==> src/angle_frame_crc_checker_defines.svh <==
// ----------------------------------------------------------------------------
// Angle frame CRC checker: assertion macros
// Shared concurrent assertion helpers, clocked on rising edge, reset masked.
// ----------------------------------------------------------------------------
`ifndef ANGLE_FRAME_CRC_CHECKER_DEFINES_SVH
`define ANGLE_FRAME_CRC_CHECKER_DEFINES_SVH

// same-cycle implication
`define AFCC_ASSERT_NOW(lbl, clk, rst_n, ante, cons, msg) \
    lbl: assert property (@(posedge clk) disable iff (!rst_n) (ante) |-> (cons)) \
        else $error(msg);

// next-cycle implication
`define AFCC_ASSERT_NEXT(lbl, clk, rst_n, ante, cons, msg) \
    lbl: assert property (@(posedge clk) disable iff (!rst_n) (ante) |=> (cons)) \
        else $error(msg);

`endif

==> src/afcc_pkg.sv <==
// ----------------------------------------------------------------------------
// afcc_pkg
// Word types, frame states and CRC-8 step for the angle frame checker.
// ----------------------------------------------------------------------------
package afcc_pkg;

    localparam logic [7:0] CRC_POLY = 8'h07;
    localparam logic [7:0] CRC_INIT = 8'h00;
    localparam logic [7:0] CRC_MSB  = 8'h80;

    typedef struct packed {
        logic [7:0] rx_byte;
        logic       frame_start;
    } t_in_word;

    typedef struct packed {
        logic [20:0] angle_count;
        logic [2:0]  device_status;
        logic        crc_error;
    } t_out_word;

    // next byte expected; byte 0 is consumed by the start mark itself
    typedef enum logic [5:0] {
        S_B1   = 6'b000001,
        S_B2   = 6'b000010,
        S_B3   = 6'b000100,
        S_B4   = 6'b001000,
        S_B5   = 6'b010000,
        S_IDLE = 6'b100000
    } t_pos;

    // MSB-first CRC-8 over one byte, unrolled
    function automatic logic [7:0] crc8_byte(input logic [7:0] crc_in,
                                             input logic [7:0] data);
        logic [7:0] c;
        c = crc_in ^ data;
        for (int k = 0; k < 8; k++) begin
            if ((c & CRC_MSB) != 8'h00) begin
                c = {c[6:0], 1'b0} ^ CRC_POLY;
            end else begin
                c = {c[6:0], 1'b0};
            end
        end
        return c;
    endfunction

endpackage

==> src/afcc_frame.sv <==
// ----------------------------------------------------------------------------
// afcc_frame
// Frame tracker, angle/status assembly, CRC and the result register.
// ----------------------------------------------------------------------------
`include "angle_frame_crc_checker_defines.svh"

module afcc_frame (
    input  logic                i_clk,
    input  logic                i_rst_n,
    input  logic                i_check_crc,
    input  logic                i_vld,
    input  afcc_pkg::t_in_word  i_word,
    output logic                o_adv,
    output logic                o_out_valid,
    input  logic                i_out_ready,
    output afcc_pkg::t_out_word o_out_word
);

    afcc_pkg::t_pos      r_pos,    n_pos;
    logic [20:0]         r_angle,  n_angle;
    logic [2:0]          r_status, n_status;
    logic [7:0]          r_crc,    n_crc;
    logic                r_out_vld;
    afcc_pkg::t_out_word r_out_word;
    logic                n_emit;
    logic [7:0]          w_byte;

    assign w_byte      = i_word.rx_byte;
    assign o_adv       = i_vld && (!r_out_vld || i_out_ready);
    assign o_out_valid = r_out_vld;
    assign o_out_word  = r_out_word;

    always_comb begin
        n_pos    = r_pos;
        n_angle  = r_angle;
        n_status = r_status;
        n_crc    = r_crc;
        n_emit   = 1'b0;
        if (o_adv) begin
            if (i_word.frame_start) begin
                n_crc = afcc_pkg::CRC_INIT;
                n_pos = afcc_pkg::S_B1;
            end else begin
                case (r_pos)
                    afcc_pkg::S_B1: begin
                        n_pos = afcc_pkg::S_B2;
                    end
                    afcc_pkg::S_B2: begin
                        n_angle = {w_byte, 13'd0};
                        n_crc   = afcc_pkg::crc8_byte(afcc_pkg::CRC_INIT, w_byte);
                        n_pos   = afcc_pkg::S_B3;
                    end
                    afcc_pkg::S_B3: begin
                        n_angle = r_angle | {8'd0, w_byte, 5'd0};
                        n_crc   = afcc_pkg::crc8_byte(r_crc, w_byte);
                        n_pos   = afcc_pkg::S_B4;
                    end
                    afcc_pkg::S_B4: begin
                        n_angle  = r_angle | {16'd0, w_byte[7:3]};
                        n_status = w_byte[2:0];
                        n_crc    = afcc_pkg::crc8_byte(r_crc, w_byte);
                        n_pos    = afcc_pkg::S_B5;
                    end
                    afcc_pkg::S_B5: begin
                        n_emit = 1'b1;
                        n_pos  = afcc_pkg::S_IDLE;
                    end
                    default: begin
                        n_pos = afcc_pkg::S_IDLE;
                    end
                endcase
            end
        end
    end

    always_ff @(posedge i_clk) begin
        if (!i_rst_n) begin
            r_pos     <= afcc_pkg::S_IDLE;
            r_out_vld <= 1'b0;
        end else begin
            r_pos <= n_pos;
            if (n_emit) begin
                r_out_vld <= 1'b1;
            end else if (i_out_ready) begin
                r_out_vld <= 1'b0;
            end
        end
    end

    always_ff @(posedge i_clk) begin
        r_angle  <= n_angle;
        r_status <= n_status;
        r_crc    <= n_crc;
        if (n_emit) begin
            r_out_word.angle_count   <= r_angle;
            r_out_word.device_status <= r_status;
            r_out_word.crc_error     <= i_check_crc && (w_byte != r_crc);
        end
    end

    `AFCC_ASSERT_NEXT(a_start_to_b1, i_clk, i_rst_n,
        o_adv && i_word.frame_start, r_pos == afcc_pkg::S_B1,
        "start mark did not reset frame position")
    `AFCC_ASSERT_NEXT(a_b5_emits, i_clk, i_rst_n,
        o_adv && !i_word.frame_start && r_pos == afcc_pkg::S_B5,
        r_out_vld && r_pos == afcc_pkg::S_IDLE,
        "last byte did not produce a result")
    `AFCC_ASSERT_NOW(a_no_err_unchecked, i_clk, i_rst_n,
        r_out_vld && !i_check_crc, !r_out_word.crc_error,
        "crc error flagged with checking disabled")
    `AFCC_ASSERT_NOW(a_pos_onehot, i_clk, i_rst_n,
        1'b1, $onehot(r_pos),
        "frame position not one-hot")

endmodule

==> config.mk <==
export PLATFORM = sky130hd
export DESIGN_NAME = afcc_frame
export DESIGN_NICKNAME = d
export VERILOG_FILES = /design/src/afcc_pkg.sv /design/src/afcc_frame.sv
export VERILOG_INCLUDE_DIRS = /design/src /design/src/src
export SDC_FILE = /design/constraint.sdc
export NUM_CORES = 1
export LEC_CHECK = 0
export BUFFER_PORTS_ARGS = -buffer_cell sky130_fd_sc_hd__buf_2
export CAP_MARGIN = 20
export CORE_ASPECT_RATIO = 2
export CORE_UTILIZATION = 40
export CTS_CLUSTER_SIZE = 12
export DETAILED_ROUTE_END_ITERATION = 12
export PLACE_DENSITY_LB_ADDON = 0.1
export SLEW_MARGIN = 0
export SYNTH_ARGS = -nofsm -noshare
export SYNTH_HDL_FRONTEND = slang
export SYNTH_SLANG_ARGS = --single-unit
==> constraint.sdc <==
create_clock -name i_clk -period 3.7 [get_ports i_clk]
set_input_delay 0.74 -clock i_clk [delete_from_list [all_inputs] [get_ports i_clk]]
set_output_delay 0.74 -clock i_clk [all_outputs]
set_load 0.005 [all_outputs]
==> flow_metrics.py, run 1 <==
metrics = {
    "timing": {
        "worst-slew-pin-transition_ps": 897,
        "final.setup_skew_ps": 4.93,
        "maxSlewViolCount": 0,
        "finalSetupViolCount": 0,
        "timing.setup.tns_ps": 0,
        "slew-limit-headroom_pct": 39.6,
        "max_freq_mhz": 428,
        "rsz0062_at_grt": "false",
        "finalWorstPathRequiredPeriod_ps": 2340,
        "final-hold-violation-count": 0,
        "finalCritPeriodShare_pct": 63.2,
    },
    "setup_path": {
        "cp_data_required_time_ps": 2960,
        "worst_setup_path_start_kind": "input pin",
        "worst_path_largest_cell_delay_ps": 380,
        "most_frequent_cell_on_the_critical_path": "sky130_fd_sc_hd__buf_2",
        "timing.critical_path.to_type": "primary output",
        "worst-setup-path-type": "input pin to primary output",
        "critical-path-slowest-cell": "sky130_fd_sc_hd__nand2_1",
        "timing.critical_path.arrival_ps": 1600,
        "timing.critical_path.fanout_max": 14,
        "cp_cell_sequence": "buf_2 -> nand2b_1 -> nand2_1 -> inv_1 -> buf_2",
    },
    "floorplanning": {
        "rows": 44,
        "pin_count": 41,
        "die_w_um": 63.6,
        "floorplan.die_area_mm2": 0.00796,
        "die_h_um": 125,
        "starting_density_of_the_core_pct": 41.5,
        "core_region_area_mm2": 0.00732,
    },
    "clock_tree": {
        "tritoncts_num_sinks": 64,
        "cts-root-buf": "sky130_fd_sc_hd__clkbuf_16",
        "clock_path_buffers": 2,
        "postCtsSetupRepairBufs": 0,
        "cts_tree": "yes",
        "cts_inserted_buffers": 9,
        "postCtsHoldBufs": 0,
        "worst_skew_pair.late_latency_ps": 330,
        "cts.clk_slew.worst_paths_ps": 50,
        "cts.htree.levels": 3,
        "post_cts_resize_count": 0,
    },
    "logic_synthesis": {
        "synthesis.yosys.warnings": 0,
        "synthesized_area_fraction_occupied_by_ao_oa_aoi_and_oai_cells_pct": 5.28,
        "synth_mux_area_share_pct": 1.69,
        "yosys.area_share.simple_pct": 14.2,
        "mapped_nets": 244,
        "postSynth.asyncResetShare_pct": 0,
        "synth_most_common_cell": "sky130_fd_sc_hd__edfxtp_1",
        "synth_adder_area_share_pct": 1.24,
        "synth_enable_flop_cells": 57,
        "post_synth_inst_count": 227,
        "netlist_area_before_placement_mm2": 0.00304,
        "yosys-top-cells-area": "sky130_fd_sc_hd__edfxtp_1, sky130_fd_sc_hd__dfxtp_1, sky130_fd_sc_hd__nor2_1, sky130_fd_sc_hd__xor2_1, sky130_fd_sc_hd__xnor3_1",
        "synth_cell_type_count": 41,
        "yosys.area_share.xor_xnor_pct": 12.7,
        "main_combinational_cell_family_by_area_after_synthesis": "simple AND/OR/NAND/NOR gates",
        "synth_largest_type_area_fraction_pct": 56.4,
        "seq_area_frac_synth_pct": 61.0,
        "synth-main-ff-cell": "sky130_fd_sc_hd__edfxtp_1",
        "synthTopCellsByCount": "sky130_fd_sc_hd__edfxtp_1, sky130_fd_sc_hd__nor2_1, sky130_fd_sc_hd__xor2_1",
        "synth.ff_latch_count": 64,
        "synth.largest_area_cell": "sky130_fd_sc_hd__edfxtp_1",
        "synth_area_per_cell_um2": 13.4,
    },
    "finish": {
        "n_antenna_cell": 0,
        "final-instance-count-excl-fill": 363,
        "final_net_count": 283,
        "drive_gt1_share_pct": 24.4,
        "area_delta_synth_final_pct": 16.3,
        "final_cell_area_mm2": 0.00353,
    },
    "detailed_routing": {
        "route.antenna.remaining_nets": 0,
        "drt_drc_violations_left": 0,
        "drt-pass1-iter-count": 4,
        "routed_vias_inst": 4.97,
        "vias": 1803,
        "drt-initial-drc-count": 87,
        "drt-total-wl_mm": 5.74,
        "routedWlPerCell_um": 15.8,
    },
    "placed_design": {
        "placed_area_mm2": 0.00327,
        "port_buffers": 40,
        "gpl.final_weighted_congestion": 0.716,
        "dp_hpwl_mm": 4.23,
        "dp.cells": 347,
    },
    "global_routing": {
        "maximum_number_of_pins_on_one_net_before_global_route_repair": 26,
        "global_route_wire_length_before_repair_mm": 9.25,
        "antenna_found_initial": 0,
        "global_route.overflow_total": 0,
        "grt_pass1_vias": 1826,
        "overall_track_demand_over_capacity_in_global_routing_pct": 16.2,
    },
    "power_and_ir_drop": {
        "cellPowerDensity_mw_per_mm2": 471,
        "power.leakage_uw": 0.00133,
        "power_uw": 1660,
        "vdd_ir_drop_max_mv": 0.212,
    },
    "worst_hold_path": {
        "hold_path_class": "flip-flop to flip-flop",
    },
    "status": {
        "outcome": "finished, final reports clean",
    },
    "flow_run": {
        "drv_cap": 0,
    },
}
==> kinds of logic (layout without fill, tap and decap cells) <==
logic type               count (synthesis)  in the layout
XOR/XNOR                                32             32
AND/OR/NAND/NOR                         82             82
multiplexers                             4              4
AO/OA/AOI/OAI                           25             25
buffers and inverters                   17             61
adder cells (fa/ha/maj)                  3              3
flip-flops                              64             64
==> metrics by stage <==
step | hold WS, ps | util, % | worst slack, ps
detailed placement | 406 | 44.7 | 1160
global placement | 401 | 44.7 | 1220
floorplan | 400 | - | 762
global route | 422 | 48.2 | 1270
CTS | 417 | 48.2 | 1360
finish | 416 | 48.2 | 1360
==> report_power, final <==
group          switching [µW]  internal [µW]
logic                    68.6           67.3
clock network             286            444
registers                9.38            789
total                     364           1300
==> sequential cells by signal (all words and copies together), names as in the netlist <==
| name | count |
|---|---|
| r_status | 3 |
| o_out_valid | 1 |
| r_crc | 8 |
| o_out_word | 25 |
| r_angle | 21 |
| r_pos | 6 |
==> critical path, delay by kind of cell <==
kind	cells	cell delay, ps
AND/OR/NAND/NOR	2	550
buffers and inverters	3	290
==> final cells by class <==
class | instances | area (µm²)
clock inverter | 5 | 23.8
multi-input combinational | 146 | 1080
tap | 92 | 115
clock buffer | 11 | 233
fill | 691 | 3790
inverter | 3 | 11.3
timing repair buffer | 42 | 215
sequential | 64 | 1850
==> layout by cell type (no fill, tap or decap), types with 3 or more instances in the layout <==
cell,n
sky130_fd_sc_hd__a21oi_1,10
sky130_fd_sc_hd__and2_1,8
sky130_fd_sc_hd__buf_2,40
sky130_fd_sc_hd__clkbuf_16,9
sky130_fd_sc_hd__clkinv_1,3
sky130_fd_sc_hd__dfxtp_1,7
sky130_fd_sc_hd__edfxtp_1,57
sky130_fd_sc_hd__ha_1,3
sky130_fd_sc_hd__inv_1,3
sky130_fd_sc_hd__nand2_1,7
sky130_fd_sc_hd__nand3_1,4
sky130_fd_sc_hd__nor2_1,37
sky130_fd_sc_hd__nor2b_1,3
sky130_fd_sc_hd__nor3_1,6
sky130_fd_sc_hd__o21a_1,3
sky130_fd_sc_hd__o21ai_0,4
sky130_fd_sc_hd__o21ai_2,3
sky130_fd_sc_hd__or3_1,4
sky130_fd_sc_hd__xnor2_1,12
sky130_fd_sc_hd__xnor3_1,5
sky130_fd_sc_hd__xor2_1,13
==> routing by layer <==
metal  routed length, µm  track usage [%]
met5                   0                0
met4                 157             11.6
met3                 123             2.19
met2                3360             30.5
met1                2100             15.3
==> path summary, 6_finish.rpt <==
check                   start  cells past startpoint             to  slack (ps)
setup / recovery  i_out_ready                      5          o_adv        1360
hold / removal    r_status[1]                      0  o_out_word[2]         420
setup reg to reg     r_pos[3]                      4       r_crc[1]        1500
hold reg to reg   r_status[1]                      0  o_out_word[2]         420
No activity file was read; power rests on OpenSTA's default activity.
==> run 2: changes to the inputs <==
clock period = 2 ns   (was 3.7 ns; I/O delays follow)
==> flow_metrics.py, run 2 (synthesis results as in run 1) <==
metrics = {
    "clock_tree": {
        "cts_inserted_buffers": 9,
        "cts-root-buf": "sky130_fd_sc_hd__clkbuf_16",
        "postCtsSetupRepairBufs": 0,
        "cts_tree": "yes",
        "cts.htree.levels": 3,
        "cts.clk_slew.worst_paths_ps": 50,
        "tritoncts_num_sinks": 64,
        "postCtsHoldBufs": 0,
        "worst_skew_pair.late_latency_ps": 330,
        "clock_path_buffers": 2,
        "post_cts_resize_count": 0,
    },
    "status": {
        "outcome": "finished, final reports clean",
    },
    "finish": {
        "final_net_count": 306,
        "drive_gt1_share_pct": 31.3,
        "final_cell_area_mm2": 0.00372,
        "most_frequent_standard_cell_in_the_layout_excluding_fill_and_tap_cells": "sky130_fd_sc_hd__edfxtp_1",
        "n_antenna_cell": 0,
        "area_delta_synth_final_pct": 22.6,
        "layout.cells.most_common_list": "sky130_fd_sc_hd__edfxtp_1, sky130_fd_sc_hd__buf_2, sky130_fd_sc_hd__nor2_1, sky130_fd_sc_hd__buf_4, sky130_fd_sc_hd__xor2_1",
        "number_of_flip_flops_under_the_largest_register_name": 25,
    },
    "global_routing": {
        "overall_track_demand_over_capacity_in_global_routing_pct": 17.0,
        "globalRouteMet3Util_pct": 4.11,
        "global_route_wire_length_before_repair_mm": 9.64,
        "antenna_found_initial": 0,
        "grtUsageMet2_pct": 32.1,
        "most_heavily_used_metal_layer_in_global_routing": "met2",
        "maximum_number_of_pins_on_one_net_before_global_route_repair": 27,
        "grt_pass1_vias": 1900,
        "grtUsageMet1_pct": 16.1,
        "global_route.overflow_total": 0,
    },
    "setup_path": {
        "timing.critical_path.arrival_ps": 1970,
        "worst_r2r_startpoint": "r_crc[6]",
        "timing.rr.end": "r_crc[2]",
        "worst_setup_path_start_kind": "flip-flop",
        "timing_startpoint_of_the_critical_path": "r_crc[6]",
        "timing.critical_path.to_type": "flip-flop",
        "worst-r2r-cell-count": 4,
        "critical-path-top-delay-family": "XOR/XNOR gates",
        "timing.critical_path.fanout_max": 4,
        "timing.critical_path.buf_inv": 0,
        "cp_data_required_time_ps": 2070,
        "critical-path-slowest-cell": "sky130_fd_sc_hd__edfxtp_1",
        "worst-setup-path-type": "flip-flop to flip-flop",
        "cp_cell_sequence": "xnor2_4 -> xnor3_1 -> mux2i_1 -> mux2_1",
        "ff2ff_setup_slack_ps": 100,
        "worst_path_largest_cell_delay_ps": 460,
    },
    "worst_hold_path": {
        "hold_path.startpoint": "i_rst_n",
        "hold_path_class": "input pin to flip-flop",
        "worst_case_hold_path_end_point": "o_out_valid",
        "hold_path_depth": 2,
    },
    "timing": {
        "final-hold-violation-count": 0,
        "finalSetupViolCount": 0,
        "final.setup_skew_ps": 6.82,
        "rsz0062_at_grt": "false",
        "maxSlewViolCount": 0,
        "finalCritPeriodShare_pct": 95.0,
        "worst-slew-pin-transition_ps": 494,
        "slew-limit-headroom_pct": 67.0,
        "max_freq_mhz": 526,
        "worst_slack_ps": 100,
        "finalWorstPathRequiredPeriod_ps": 1900,
    },
    "detailed_routing": {
        "routed_vias_inst": 4.87,
        "drt-pass1-iter-count": 4,
        "drt-total-wl_mm": 5.97,
        "routedWlPerCell_um": 15.5,
        "vias": 1880,
        "route.antenna.remaining_nets": 0,
        "drt-initial-drc-count": 46,
        "drt_drc_violations_left": 0,
    },
    "power_and_ir_drop": {
        "cellPowerDensity_mw_per_mm2": 834,
        "vdd_ir_drop_max_mv": 0.382,
        "power.leakage_uw": 0.00145,
        "power_uw": 3110,
    },
    "floorplanning": {
        "pin_count": 41,
        "floorplan.die_area_mm2": 0.00796,
        "die_w_um": 63.6,
        "core_region_area_mm2": 0.00732,
        "rows": 44,
        "die_h_um": 125,
        "starting_density_of_the_core_pct": 41.5,
    },
    "placed_design": {
        "gpl.final_weighted_congestion": 0.705,
        "worst_setup_slack_before_clock_tree_synthesis_ps": -2.63,
        "placed_area_mm2": 0.00346,
        "dp_hpwl_mm": 4.42,
        "port_buffers": 40,
    },
    "flow_run": {
        "drv_cap": 0,
    },
}
==> run 2: cell types whose count changed in the layout (fill, tap and decap cells not counted) <==
cell                       before  now
sky130_fd_sc_hd__clkbuf_1       2    3
sky130_fd_sc_hd__nand2_2        0    1
sky130_fd_sc_hd__clkinv_2       1    2
sky130_fd_sc_hd__clkinv_1       3    1
sky130_fd_sc_hd__buf_12         0    1
sky130_fd_sc_hd__nor2_2         0    1
sky130_fd_sc_hd__nand2_1        7    6
sky130_fd_sc_hd__nor2_1        37   36
sky130_fd_sc_hd__buf_4          2   24
==> run 2: layer usage <==
layer	routed length, µm	vias to the layer above
met1	2180	912
met5	0	-
met2	3490	33
met3	157	12
li1	-	923
met4	146	0
==> run 2: metrics by stage <==
stage	TNS, ps	utilization [%]	instances	hold slack [ps]
after CTS	0	50.8	386	354
after detailed placement	-2.63	47.3	370	405
final	0	50.8	386	358
after global placement	0	47.3	370	400
after floorplan	0	-	227	400
after global routing	0	50.8	386	356
==> run 2: how the worst max path moves through the flow <==
stage	endpoint	slack (ps)	depth (start not counted)
5_1_grt	r_crc[2]	10	4
4_1_cts	r_crc[2]	80	4
3_5_place_dp	r_crc[2]	-3	5
2_1_floorplan	o_out_word[0]	8	3
3_3_place_gp	r_crc[2]	20	5
6_report	r_crc[2]	100	4
==> run 2: power by group <==
part / switching [µW] / internal (µW) / leakage (µW)
Sequential: 13.4 / 1460 / 0.000577
Combinational: 135 / 144 / 0.000749
Clock: 525 / 829 / 0.000124
==> run 2: cell type report <==
| cell class | count | area, µm² |
|---|---|---|
| clock inverters | 4 | 21.3 |
| inverters | 3 | 11.3 |
| multi-input cells | 146 | 1090 |
| well taps | 92 | 115 |
| flip-flops and latches | 64 | 1850 |
| repair buffers | 65 | 400 |
| clock buffers | 12 | 236 |
| fillers | 677 | 3600 |
